### config.mk
export PLATFORM = sky130hd
export DESIGN_NAME = fifo_queue_with_search_reverse_unit
export DESIGN_NICKNAME = d
export VERILOG_FILES = /design/src/hw/rtl/fqsr_pkg.sv /design/src/hw/rtl/fqsr_ctrl.sv /design/src/hw/rtl/fqsr_dp.sv /design/src/hw/rtl/fifo_queue_with_search_reverse_unit.sv
export SDC_FILE = /design/constraint.sdc
export NUM_CORES = 1
export LEC_CHECK = 0
export BUFFER_PORTS_ARGS = -buffer_cell sky130_fd_sc_hd__buf_2
export CAP_MARGIN = 25
export CORE_ASPECT_RATIO = 0.75
export CORE_MARGIN = 2
export CORE_UTILIZATION = 35
export CTS_BUF_LIST = sky130_fd_sc_hd__clkbuf_8
export DETAILED_ROUTE_END_ITERATION = 8
export GPL_TIMING_DRIVEN = 0
export PLACE_DENSITY = 0.62
export SLEW_MARGIN = 10
export SYNTH_ARGS = -nofsm -noshare
export SYNTH_HDL_FRONTEND = slang
export SYNTH_SLANG_ARGS = --single-unit
### constraint.sdc
create_clock -name i_clk -period 8.1 [get_ports i_clk]
set_clock_uncertainty 0.2 [all_clocks]
set_input_delay 0.405 -clock i_clk [delete_from_list [all_inputs] [get_ports i_clk]]
set_output_delay 0.405 -clock i_clk [all_outputs]
set_load 0.02 [all_outputs]
### src/hw/rtl/fqsr_pkg.sv
`timescale 1ns / 1ps
// ----------------------------------------------------------------------------
// fqsr_pkg
// Shared types and constants for the fifo queue with search and reverse.
// ----------------------------------------------------------------------------
package fqsr_pkg;

    localparam int DEPTH_DEF      = 16;
    localparam int VALUE_BITS_DEF = 32;
    localparam int FIELD_BITS     = 32;
    localparam int COUNT_BITS     = 5;

    typedef enum logic [1:0] {
        OP_PUSH    = 2'd0,
        OP_POP     = 2'd1,
        OP_SEARCH  = 2'd2,
        OP_REVERSE = 2'd3
    } t_op;

    typedef enum logic [1:0] {
        ST_OK    = 2'd0,
        ST_EMPTY = 2'd1,
        ST_FULL  = 2'd2
    } t_status;

    typedef struct packed {
        t_op                           opcode;
        logic signed [FIELD_BITS-1:0]  value;
    } t_in_item;

    typedef struct packed {
        t_status                       status;
        logic signed [FIELD_BITS-1:0]  value_out;
        logic                          found;
        logic [COUNT_BITS-1:0]         count;
    } t_out_item;

    typedef enum logic [2:0] {
        S_IDLE,
        S_READ,
        S_SCAN,
        S_DRAIN,
        S_FIN
    } t_state;

    typedef struct packed {
        logic accept;
        logic scan;
        logic commit;
    } t_cmd;

    typedef struct packed {
        t_op  op;
        logic scan_done;
        logic out_free;
    } t_sts;

endpackage

### src/hw/rtl/fqsr_ctrl.sv
`timescale 1ns / 1ps
// ----------------------------------------------------------------------------
// fqsr_ctrl
// Sequencer: accepts one item, runs the read or scan, then commits the result.
// ----------------------------------------------------------------------------
module fqsr_ctrl
    import fqsr_pkg::*;
(
    input  logic i_clk,
    input  logic i_rst_n,
    input  logic i_in_valid,
    input  t_sts i_sts,
    output logic o_in_stall,
    output t_cmd o_cmd
);

    t_state r_state;
    t_state n_state;

    always_ff @(posedge i_clk) begin
        if (!i_rst_n) begin
            r_state <= S_IDLE;
        end else begin
            r_state <= n_state;
        end
    end

    always_comb begin
        n_state = r_state;
        case (r_state)
            S_IDLE: begin
                if (i_in_valid) begin
                    n_state = S_READ;
                end
            end
            S_READ: begin
                if (i_sts.op == OP_SEARCH) begin
                    n_state = S_SCAN;
                end else begin
                    n_state = S_FIN;
                end
            end
            S_SCAN: begin
                if (i_sts.scan_done) begin
                    n_state = S_DRAIN;
                end
            end
            S_DRAIN: begin
                n_state = S_FIN;
            end
            S_FIN: begin
                if (i_sts.out_free) begin
                    n_state = S_IDLE;
                end
            end
            default: begin
                n_state = S_IDLE;
            end
        endcase
    end

    always_comb begin
        o_in_stall = (r_state != S_IDLE);
        o_cmd      = '0;
        case (r_state)
            S_IDLE:  o_cmd.accept = i_in_valid;
            S_SCAN:  o_cmd.scan   = 1'b1;
            S_FIN:   o_cmd.commit = i_sts.out_free;
            default: o_cmd        = '0;
        endcase
    end

endmodule

### src/hw/rtl/fqsr_dp.sv
`timescale 1ns / 1ps
// ----------------------------------------------------------------------------
// fqsr_dp
// Datapath: entry ring memory, end pointers, scan unit and result register.
// ----------------------------------------------------------------------------
module fqsr_dp
    import fqsr_pkg::*;
#(
    parameter int DEPTH      = DEPTH_DEF,
    parameter int VALUE_BITS = VALUE_BITS_DEF
) (
    input  logic      i_clk,
    input  logic      i_rst_n,
    input  t_in_item  i_in_item,
    input  logic      i_out_stall,
    input  t_cmd      i_cmd,
    output t_sts      o_sts,
    output logic      o_out_valid,
    output t_out_item o_out_item
);

    localparam int IW = $clog2(DEPTH);
    localparam int CW = $clog2(DEPTH + 1);
    localparam logic [IW-1:0] LAST_IDX  = IW'(DEPTH - 1);
    localparam logic [CW-1:0] FULL_CNT  = CW'(DEPTH);

    function automatic logic [IW-1:0] ring_inc(input logic [IW-1:0] idx);
        ring_inc = (idx == LAST_IDX) ? '0 : idx + 1'b1;
    endfunction

    function automatic logic [IW-1:0] ring_dec(input logic [IW-1:0] idx);
        ring_dec = (idx == '0) ? LAST_IDX : idx - 1'b1;
    endfunction

    logic [VALUE_BITS-1:0] r_mem [DEPTH];
    logic [VALUE_BITS-1:0] r_rdata;

    logic [IW-1:0] r_front;
    logic [IW-1:0] r_back;
    logic [CW-1:0] r_count;
    logic          r_rev;

    t_op                   r_op;
    logic [VALUE_BITS-1:0] r_val;
    logic [VALUE_BITS-1:0] w_in_val;

    logic [CW-1:0] r_k;
    logic [IW-1:0] r_idx;
    logic          r_cmp_v;
    logic          r_found;

    logic          r_out_valid;
    t_out_item     r_out_item;

    logic [IW-1:0]         w_rd_addr;
    logic [IW-1:0]         w_wr_addr;
    logic                  w_wr_en;
    logic [FIELD_BITS-1:0] w_rd_field;
    logic [COUNT_BITS-1:0] w_count_field;

    logic [IW-1:0] n_front;
    logic [IW-1:0] n_back;
    logic [CW-1:0] n_count;
    logic          n_rev;
    t_out_item     n_out_item;

    assign w_in_val      = VALUE_BITS'($unsigned(i_in_item.value));
    assign w_rd_field    = FIELD_BITS'(r_rdata);
    assign w_count_field = COUNT_BITS'(n_count);

    assign w_rd_addr = (r_op == OP_POP) ? (r_rev ? ring_dec(r_back) : r_front) : r_idx;

    always_ff @(posedge i_clk) begin
        r_rdata <= r_mem[w_rd_addr];
        if (w_wr_en) begin
            r_mem[w_wr_addr] <= r_val;
        end
    end

    always_comb begin
        n_front    = r_front;
        n_back     = r_back;
        n_count    = r_count;
        n_rev      = r_rev;
        w_wr_en    = 1'b0;
        w_wr_addr  = r_back;
        n_out_item = '0;
        n_out_item.status = ST_OK;
        case (r_op)
            OP_PUSH: begin
                if (r_count == FULL_CNT) begin
                    n_out_item.status = ST_FULL;
                end else begin
                    w_wr_en = i_cmd.commit;
                    n_count = r_count + 1'b1;
                    if (r_rev) begin
                        n_front   = ring_dec(r_front);
                        w_wr_addr = ring_dec(r_front);
                    end else begin
                        n_back    = ring_inc(r_back);
                    end
                end
            end
            OP_POP: begin
                if (r_count == '0) begin
                    n_out_item.status = ST_EMPTY;
                end else begin
                    n_out_item.value_out = w_rd_field;
                    n_count = r_count - 1'b1;
                    if (r_rev) begin
                        n_back  = ring_dec(r_back);
                    end else begin
                        n_front = ring_inc(r_front);
                    end
                end
            end
            OP_SEARCH: begin
                n_out_item.found = r_found;
            end
            OP_REVERSE: begin
                if (r_count != '0) begin
                    n_rev = !r_rev;
                end
            end
            default: begin
                n_out_item = '0;
            end
        endcase
        n_out_item.count = w_count_field;
    end

    always_ff @(posedge i_clk) begin
        if (!i_rst_n) begin
            r_front     <= '0;
            r_back      <= '0;
            r_count     <= '0;
            r_rev       <= 1'b0;
            r_out_valid <= 1'b0;
            r_cmp_v     <= 1'b0;
        end else begin
            r_cmp_v <= i_cmd.scan && (r_k != r_count);
            if (i_cmd.commit) begin
                r_front     <= n_front;
                r_back      <= n_back;
                r_count     <= n_count;
                r_rev       <= n_rev;
                r_out_valid <= 1'b1;
            end else if (!i_out_stall) begin
                r_out_valid <= 1'b0;
            end
        end
    end

    always_ff @(posedge i_clk) begin
        if (i_cmd.accept) begin
            r_op    <= i_in_item.opcode;
            r_val   <= w_in_val;
            r_k     <= '0;
            r_idx   <= r_front;
            r_found <= 1'b0;
        end else begin
            if (i_cmd.scan && (r_k != r_count)) begin
                r_k   <= r_k + 1'b1;
                r_idx <= ring_inc(r_idx);
            end
            if (r_cmp_v && (r_rdata == r_val)) begin
                r_found <= 1'b1;
            end
        end
        if (i_cmd.commit) begin
            r_out_item <= n_out_item;
        end
    end

    assign o_sts.op        = r_op;
    assign o_sts.scan_done = (r_k == r_count);
    assign o_sts.out_free  = !r_out_valid || !i_out_stall;
    assign o_out_valid     = r_out_valid;
    assign o_out_item      = r_out_item;

endmodule

### src/hw/rtl/fifo_queue_with_search_reverse_unit.sv
`timescale 1ns / 1ps
// ----------------------------------------------------------------------------
// fifo_queue_with_search_reverse_unit
// Push, pop, reverse: each item runs decode, registered ring read and commit.
// Search: one stored entry is compared per cycle through the single memory
// read port, until every stored entry has been compared.
// The result register lets the next item start while a result waits.
// Synchronous active-low reset empties the queue; entry contents are kept.
// ----------------------------------------------------------------------------
module fifo_queue_with_search_reverse_unit
    import fqsr_pkg::*;
#(
    parameter int DEPTH      = DEPTH_DEF,
    parameter int VALUE_BITS = VALUE_BITS_DEF
) (
    input  logic      i_clk,
    input  logic      i_rst_n,
    input  logic      i_in_valid,
    output logic      o_in_stall,
    input  t_in_item  i_in_item,
    output logic      o_out_valid,
    input  logic      i_out_stall,
    output t_out_item o_out_item
);

    t_cmd w_cmd;
    t_sts w_sts;
    t_cmd w_cmd_route;

    fqsr_ctrl u_ctrl (
        .i_clk      (i_clk),
        .i_rst_n    (i_rst_n),
        .i_in_valid (i_in_valid),
        .i_sts      (w_sts),
        .o_in_stall (o_in_stall),
        .o_cmd      (w_cmd)
    );

    assign w_cmd_route = w_cmd;

    fqsr_dp #(
        .DEPTH      (DEPTH),
        .VALUE_BITS (VALUE_BITS)
    ) u_dp (
        .i_clk       (i_clk),
        .i_rst_n     (i_rst_n),
        .i_in_item   (i_in_item),
        .i_out_stall (i_out_stall),
        .i_cmd       (w_cmd_route),
        .o_sts       (w_sts),
        .o_out_valid (o_out_valid),
        .o_out_item  (o_out_item)
    );

endmodule

# Yosys cells after proc, flatten, opt, wreduce, memory -nomap -nowiden
# Memory sizes are Yosys's and may differ from the RTL's. A register that Yosys moved wholly into a read port is not among the register bits.
# Cells that the tools add are included.
[op_classes] bitwise=1 muxes=42 eq_ne=24 n_reduce_logical=20 n_addsub=8
[ops] operator="$mux 4" n=20
[ops] operator="$eq 32x32->1" n=1
[ops] operator="$pmux 4 s2" n=2
[ops] operator="$pmux 3 s5" n=1
[ops] operator="$add 4x1->4 const B" n=3
[ops] operator="$eq 4x4->1 const B" n=3
[ops] operator="$mux 3" n=4
[ops] operator="$reduce_and 6->1" n=2
[ops] operator="$add 5x1->5 const B" n=2
[ops] operator="$mux 1" n=10
[ops] operator="$mux 5" n=2
[ops] operator="$ne 2x1->1 const B" n=5
[ops] operator="$ne 2x2->1 const B" n=5
[ops] operator="$pmux 5 s2" n=1
[ops] operator="$logic_not 4->1" n=2
[ops] operator="$sub 4x1->4 const B" n=2
[ops] operator="$eq 3x2->1 const B" n=2
[ops] operator="$reduce_and 3->1" n=2
[ops] operator="$eq 5x5->1" n=1
[ops] operator="$eq 5x5->1 const B" n=1
[ops] operator="$logic_not 5->1" n=1
[ops] operator="$ne 5x5->1" n=1
[ops] operator="$reduce_bool 5->1" n=1
[ops] operator="$sub 5x1->5 const B" n=1
[ops] operator="other kinds (15)" n=20
[word_totals] memories=1 in_bits=38 regBits=103 mem_bits_rw=512 elab_cells=112
[mem_list] memory="u_dp.r_mem" depth=16 word_bits=32 read_ports=1 rd_clocked_by_memory_dff=1 write_ports=1 line="fqsr_dp.sv:35" text="logic [VALUE_BITS-1:0] r_mem [DEPTH];"

# Logic depth before layout (Yosys ltp)
[depth] depth_word=7 mapped_depth=10 mapped_depth_nobuf=8

# Cells and area by module
# A second synthesis with hierarchy kept.
[unflattened] cells_unflattened=1777 area_unflattened_um2=25879.8
[by_module_without_submodules] module="fqsr_dp" cells_each=1756 instances=1 area_per_inst_um2=25692.1 seq_area_each_um2=18798.0
[by_module_without_submodules] module="fqsr_ctrl" cells_each=21 instances=1 area_per_inst_um2=187.7 seq_area_each_um2=60.1

# Worst setup path before layout
# Ideal clock, no wire load.
[synth_path] kind="register to register" start="register u_dp.r_count[0]" end="memory u_dp.r_mem[3][0] (netlist bit), enable pin" t_arrival_ns=3.486 stages_incl_launch_ff=9 period_less_slack_ns=4.107 t_required_ns=7.479 path_slack_ns=3.993 setup_ns=0.421 cell_sequence="dfxtp_1 -> inv_1 -> ha_1 -> nor3b_2 -> a21boi_2 -> nand2_1 -> mux2i_1 -> or4_1 -> nor2_1"
[synth_via] elab_chain_cells=5
[synth_lines] element="from (decl)" line="fqsr_dp.sv:40" text="logic [CW-1:0] r_count;"
[synth_lines] element="from (signal assigned)" line="fqsr_dp.sv:145" text="r_count <= n_count;"
[synth_lines] element="$eq 5x5->1 (*)" line="fqsr_dp.sv:91" text="if (r_count == FULL_CNT) begin"
[synth_lines] element="$mux 1" line="fqsr_dp.sv:91"
[synth_lines] element="$mux 1" line="fqsr_dp.sv:89" text="case (r_op)"
[synth_lines] element="$mux 1" line="fqsr_dp.sv:75" text="if (w_wr_en) begin"
[synth_lines] element="$mux 1 (implied by the code)" line="fqsr_dp.sv:76" text="r_mem[w_wr_addr] <= r_val;"
[synth_lines] element="to (decl)" line="fqsr_dp.sv:35"
# Every way passes the cells marked *; elsewhere a longest branch is shown, timed or not.

# Worst setup path after layout
[layout_path] start="register u_dp.r_count[0]" end="memory u_dp.r_mem[11][14] (netlist bit), enable pin"
# The elaborated chain is that of the path after synthesis.

==> run summary <==
The run finished with clean final reports. Clock transition at the registers of the reported paths: 0.07 ns. The finished cells cover 29,700 µm². The first-pass GRT wire length was 102,000 µm; the total placed instance area was 27,500 µm². The overall fraction of global-route tracks in use is 18.5%.

Detailed-placement wirelength estimate: 46,600 µm. For the layout net count, the log shows 1,904. By area the synthesized netlist is led by sky130_fd_sc_hd__edfxtp_1, sky130_fd_sc_hd__mux2i_1, sky130_fd_sc_hd__dfxtp_1, sky130_fd_sc_hd__a221oi_1, sky130_fd_sc_hd__a21oi_1. The worst hold path passes through 2 cells. The tools report the kind of start point of the critical path as a flip-flop. The cell area power density works out to 237 nW/µm². In this run the critical register-to-register path is launched from u_dp.r_count[0]. The logs give 0 for the remaining number of nets flagged by the antenna check after routing and 3.87 ns for the worst reg-to-reg setup slack. The later pin in the worst-skew pair is clocked with a latency of 0.70 ns. For the number of CTS-inserted buffers, the log shows 95.

The critical path is of the reg -> reg type. The classification of the worst-slack hold path was in -> reg. Dividing the detail-routed wire length by the instance count gives 24.2 µm. Slew at the pin closest to its max-slew limit: 1.04 ns. The number of port buffers came out at 79. In this run the number of H-tree levels came out at 3.

The launch point of the worst hold path is i_in_item[8]. The post-synthesis to final-layout area growth works out to 16.9%. The library cells used most frequently in the layout, excluding fill and tap cells, are sky130_fd_sc_hd__edfxtp_1, sky130_fd_sc_hd__a21oi_1, sky130_fd_sc_hd__o21ai_0.

Across the whole layout, storage elements account for 18,900 µm². The number of cells on the worst reg-to-reg path is 9. The run gives 3.87 ns as the final worst setup slack. The synthesized design contains 590 enable-type register cells. The synthesized area divided by synthesized cell count is 15.6 µm².

In the routed layout, each cell is associated on average with a via count of 5.46. The clock net in this run drives a total of 647 sinks. Summed over all layers, the routed wires come to 69,900 µm.

The worst hold path terminates at u_dp.r_val[8]. In the routed design, unresolved DRC markers number 0. The number of max-slew violations in the final report is 0. TritonCTS built the clock tree.

In the final layout, the share of cells above drive strength 1 is 15.5%. The worst register-to-register path ends at u_dp.r_mem[11][14]. The maximum VDD drop is 0.121 mV, and the count of yosys warnings during synthesis is 0.

The area taken by multi-input logic gates is 6020 µm², and the via count of the first global-routing pass is 15,400. Sum of overflow across all layers after global routing: 0. Synthesis inferred 647 register bits. The worst max-slew margin expressed relative to the limit is 30.7%. Entering global routing, the biggest net connects 44 pins. Based on the critical path, the design can be clocked at up to 236 MHz.

For the number of fill cells, the log shows 6,552. Clock tree synthesis selected as its root buffer the cell sky130_fd_sc_hd__clkbuf_8. The logs give 15,800 for the total number of vias and 0 for the number of antenna violations at the first check in global routing. Setup repair after global routing left no endpoint under its margin. Summed over all failing endpoints, the final setup total negative slack is 0 ns. The logs give 25,400 µm² for the mapped cell area and 85 for the site row count. The cell count after synthesis came out at 1,624. The repair_antennas step left the layout with diodes totalling 0. Number of detailed-routing iterations run before antenna repair: 6. The reported max-cap violation count was 0; the maximum root-to-sink buffer count was 3. Routability-driven placement finished with a final weighted congestion of 0.844. The capturing element type of the critical path is a flip-flop. The portion of the clock cycle consumed by the worst path in the final layout was 52.2%; the proportion of netlist area held by the largest area contributor was 69.8%. The largest fanout on the critical path came out at 21. For this run, the leading register cell type out of synthesis is sky130_fd_sc_hd__edfxtp_1.

Sequential elements use 74.3% of the synthesized area. In this run, the number of DRC markers left after iteration 0 of detailed routing was 2,021. The number of post-CTS setup repair buffers was 0.

Most common library cell in the layout ignoring fill and taps: sky130_fd_sc_hd__edfxtp_1. Setup violations remaining at the end of the flow were counted as 0. The post-layout minimum cycle time works out to 4.23 ns. The synthesized netlist contains 63 unique library cells.

Y dimension of the die: 237 µm. The analysis attributes to cell leakage a power of 10.3 nW. STA puts the critical path data required time at 8.28 ns. For the full die area, the log shows 74,700 µm². Counting flops with an async set or reset pin after synthesis yields a share of 0%. Cell type with the highest aggregate area in the netlist: sky130_fd_sc_hd__edfxtp_1.

The total core area was 71,800 µm². The run gives 0 as the final hold violation count. The initial utilization of the core area, before any placement, comes to 35.3%.

For the worst setup path, the data arrival time is 4.41 ns. 80 I/O pins were placed. In this run the horizontal extent of the chip is 315 µm. The pre-CTS worst setup slack was 3.96 ns; the number of nets produced by synthesis was 1,671.
-- metrics by stage --
step	power [mW]	util (%)	hold WS, ns	std cells
after floorplan	4.29	-	0.233	1624
after global placement	4.59	37.6	0.269	2660
after detailed placement	4.61	38.3	0.289	2677
after CTS	7.06	41.3	0.176	2892
after global routing	7.27	41.3	0.196	2893
final	7.03	41.3	0.228	2893
-- cell type report --
| cell class | instances | share of cell area, % |
|---|---|---|
| Buffer | 115 | 1.90 |
| Clock buffer | 105 | 4.87 |
| Clock inverter | 71 | 1.05 |
| Inverter | 13 | 0.169 |
| Multi-Input combinational cell | 849 | 20.3 |
| Sequential cell | 647 | 63.6 |
| Tap cell | 957 | 4.04 |
| Timing Repair Buffer | 136 | 4.10 |
-- synthesized netlist by cell type (all sizes together) (6+ instances only) --
master,count
clkbuf,65
nor4,7
or4,36
o21ai,147
xnor2,11
edfxtp,590
xor2,38
a21oi,147
buf,50
inv,12
nor3,6
and2,36
nand3,6
nand2,29
a221oi,128
mux2i,135
ha,9
dfxtp,57
nor2,55
-- critical path: stages (launching register included) --
cell	delay, ns
sky130_fd_sc_hd__dfxtp_1	0.43
sky130_fd_sc_hd__inv_1	0.12
sky130_fd_sc_hd__ha_1	0.25
sky130_fd_sc_hd__nor3b_2	0.19
sky130_fd_sc_hd__a21boi_2	0.42
sky130_fd_sc_hd__nand2_1	0.28
sky130_fd_sc_hd__mux2i_1	0.23
sky130_fd_sc_hd__or4_1	0.72
sky130_fd_sc_hd__nor2_4	0.78
sky130_fd_sc_hd__buf_16	0.24
-- worst max-delay path by stage --
stage	start	endpoint	slack [ns]	depth (start not counted)
after floorplan	u_dp.r_count[0]	u_dp.r_mem[3][0]	3.99	8
after global placement	u_ctrl.r_state[2]	u_dp.r_mem[8][13]	1.74	5
after detailed placement	u_dp.r_count[0]	u_dp.r_mem[11][13]	3.96	9
after CTS	u_dp.r_count[0]	u_dp.r_mem[11][15]	3.94	9
after global routing	u_dp.r_count[0]	u_dp.r_mem[11][14]	3.73	9
final	u_dp.r_count[0]	u_dp.r_mem[11][14]	3.87	9
-- flip-flops by register name (all words and copies together), names as in the netlist --
register	cells
u_dp.r_mem	512
u_dp.r_k	5
u_dp.o_out_valid	1
u_dp.r_front	4
u_dp.r_rev	1
u_dp.r_op	2
u_dp.r_found	1
u_dp.r_cmp_v	1
u_dp.r_idx	4
u_dp.o_out_item	40
u_dp.r_count	5
u_dp.r_rdata	32
u_ctrl.r_state	3
u_dp.r_back	4
u_dp.r_val	32
-- power breakdown --
part | total [mW] | internal [mW] | switching [mW]
combinational | 0.727 | 0.237 | 0.490
sequential | 3.84 | 3.74 | 0.104
clock | 2.46 | 1.20 | 1.26
total | 7.03 | 5.17 | 1.85
-- cell families (layout without fill, tap and decap cells) --
kind of cell               Yosys count  in the layout  synth area share (%)
AOI/OAI and AO/OA                  454            454                  11.3
xor gates and xnor gates            49             49                  1.69
adders and majority gates            9              9                 0.444
buffers and inverters              128            440                  2.40
DFF                                647            647                  74.3
muxes                              138            138                  5.46
and+or+nand+nor                    199            199                  4.37
-- metal layers --
metal  GRT usage [%]  up-vias  part of all wire (%)
li1                -     6943                     -
met1            26.9     7987                    45
met2            28.0      769                    44
met3            4.66      102                   9.4
met4            4.23        0                   1.6
met5               0        -                     0
-- repair_timing --
| action | in CTS | in global routing |
|---|---|---|
| hold endpoints to repair | 44 | 0 |
| hold buffers | 39 | 0 |
| resized for setup | 0 | 0 |
No activity file was read; power rests on OpenSTA's default activity.
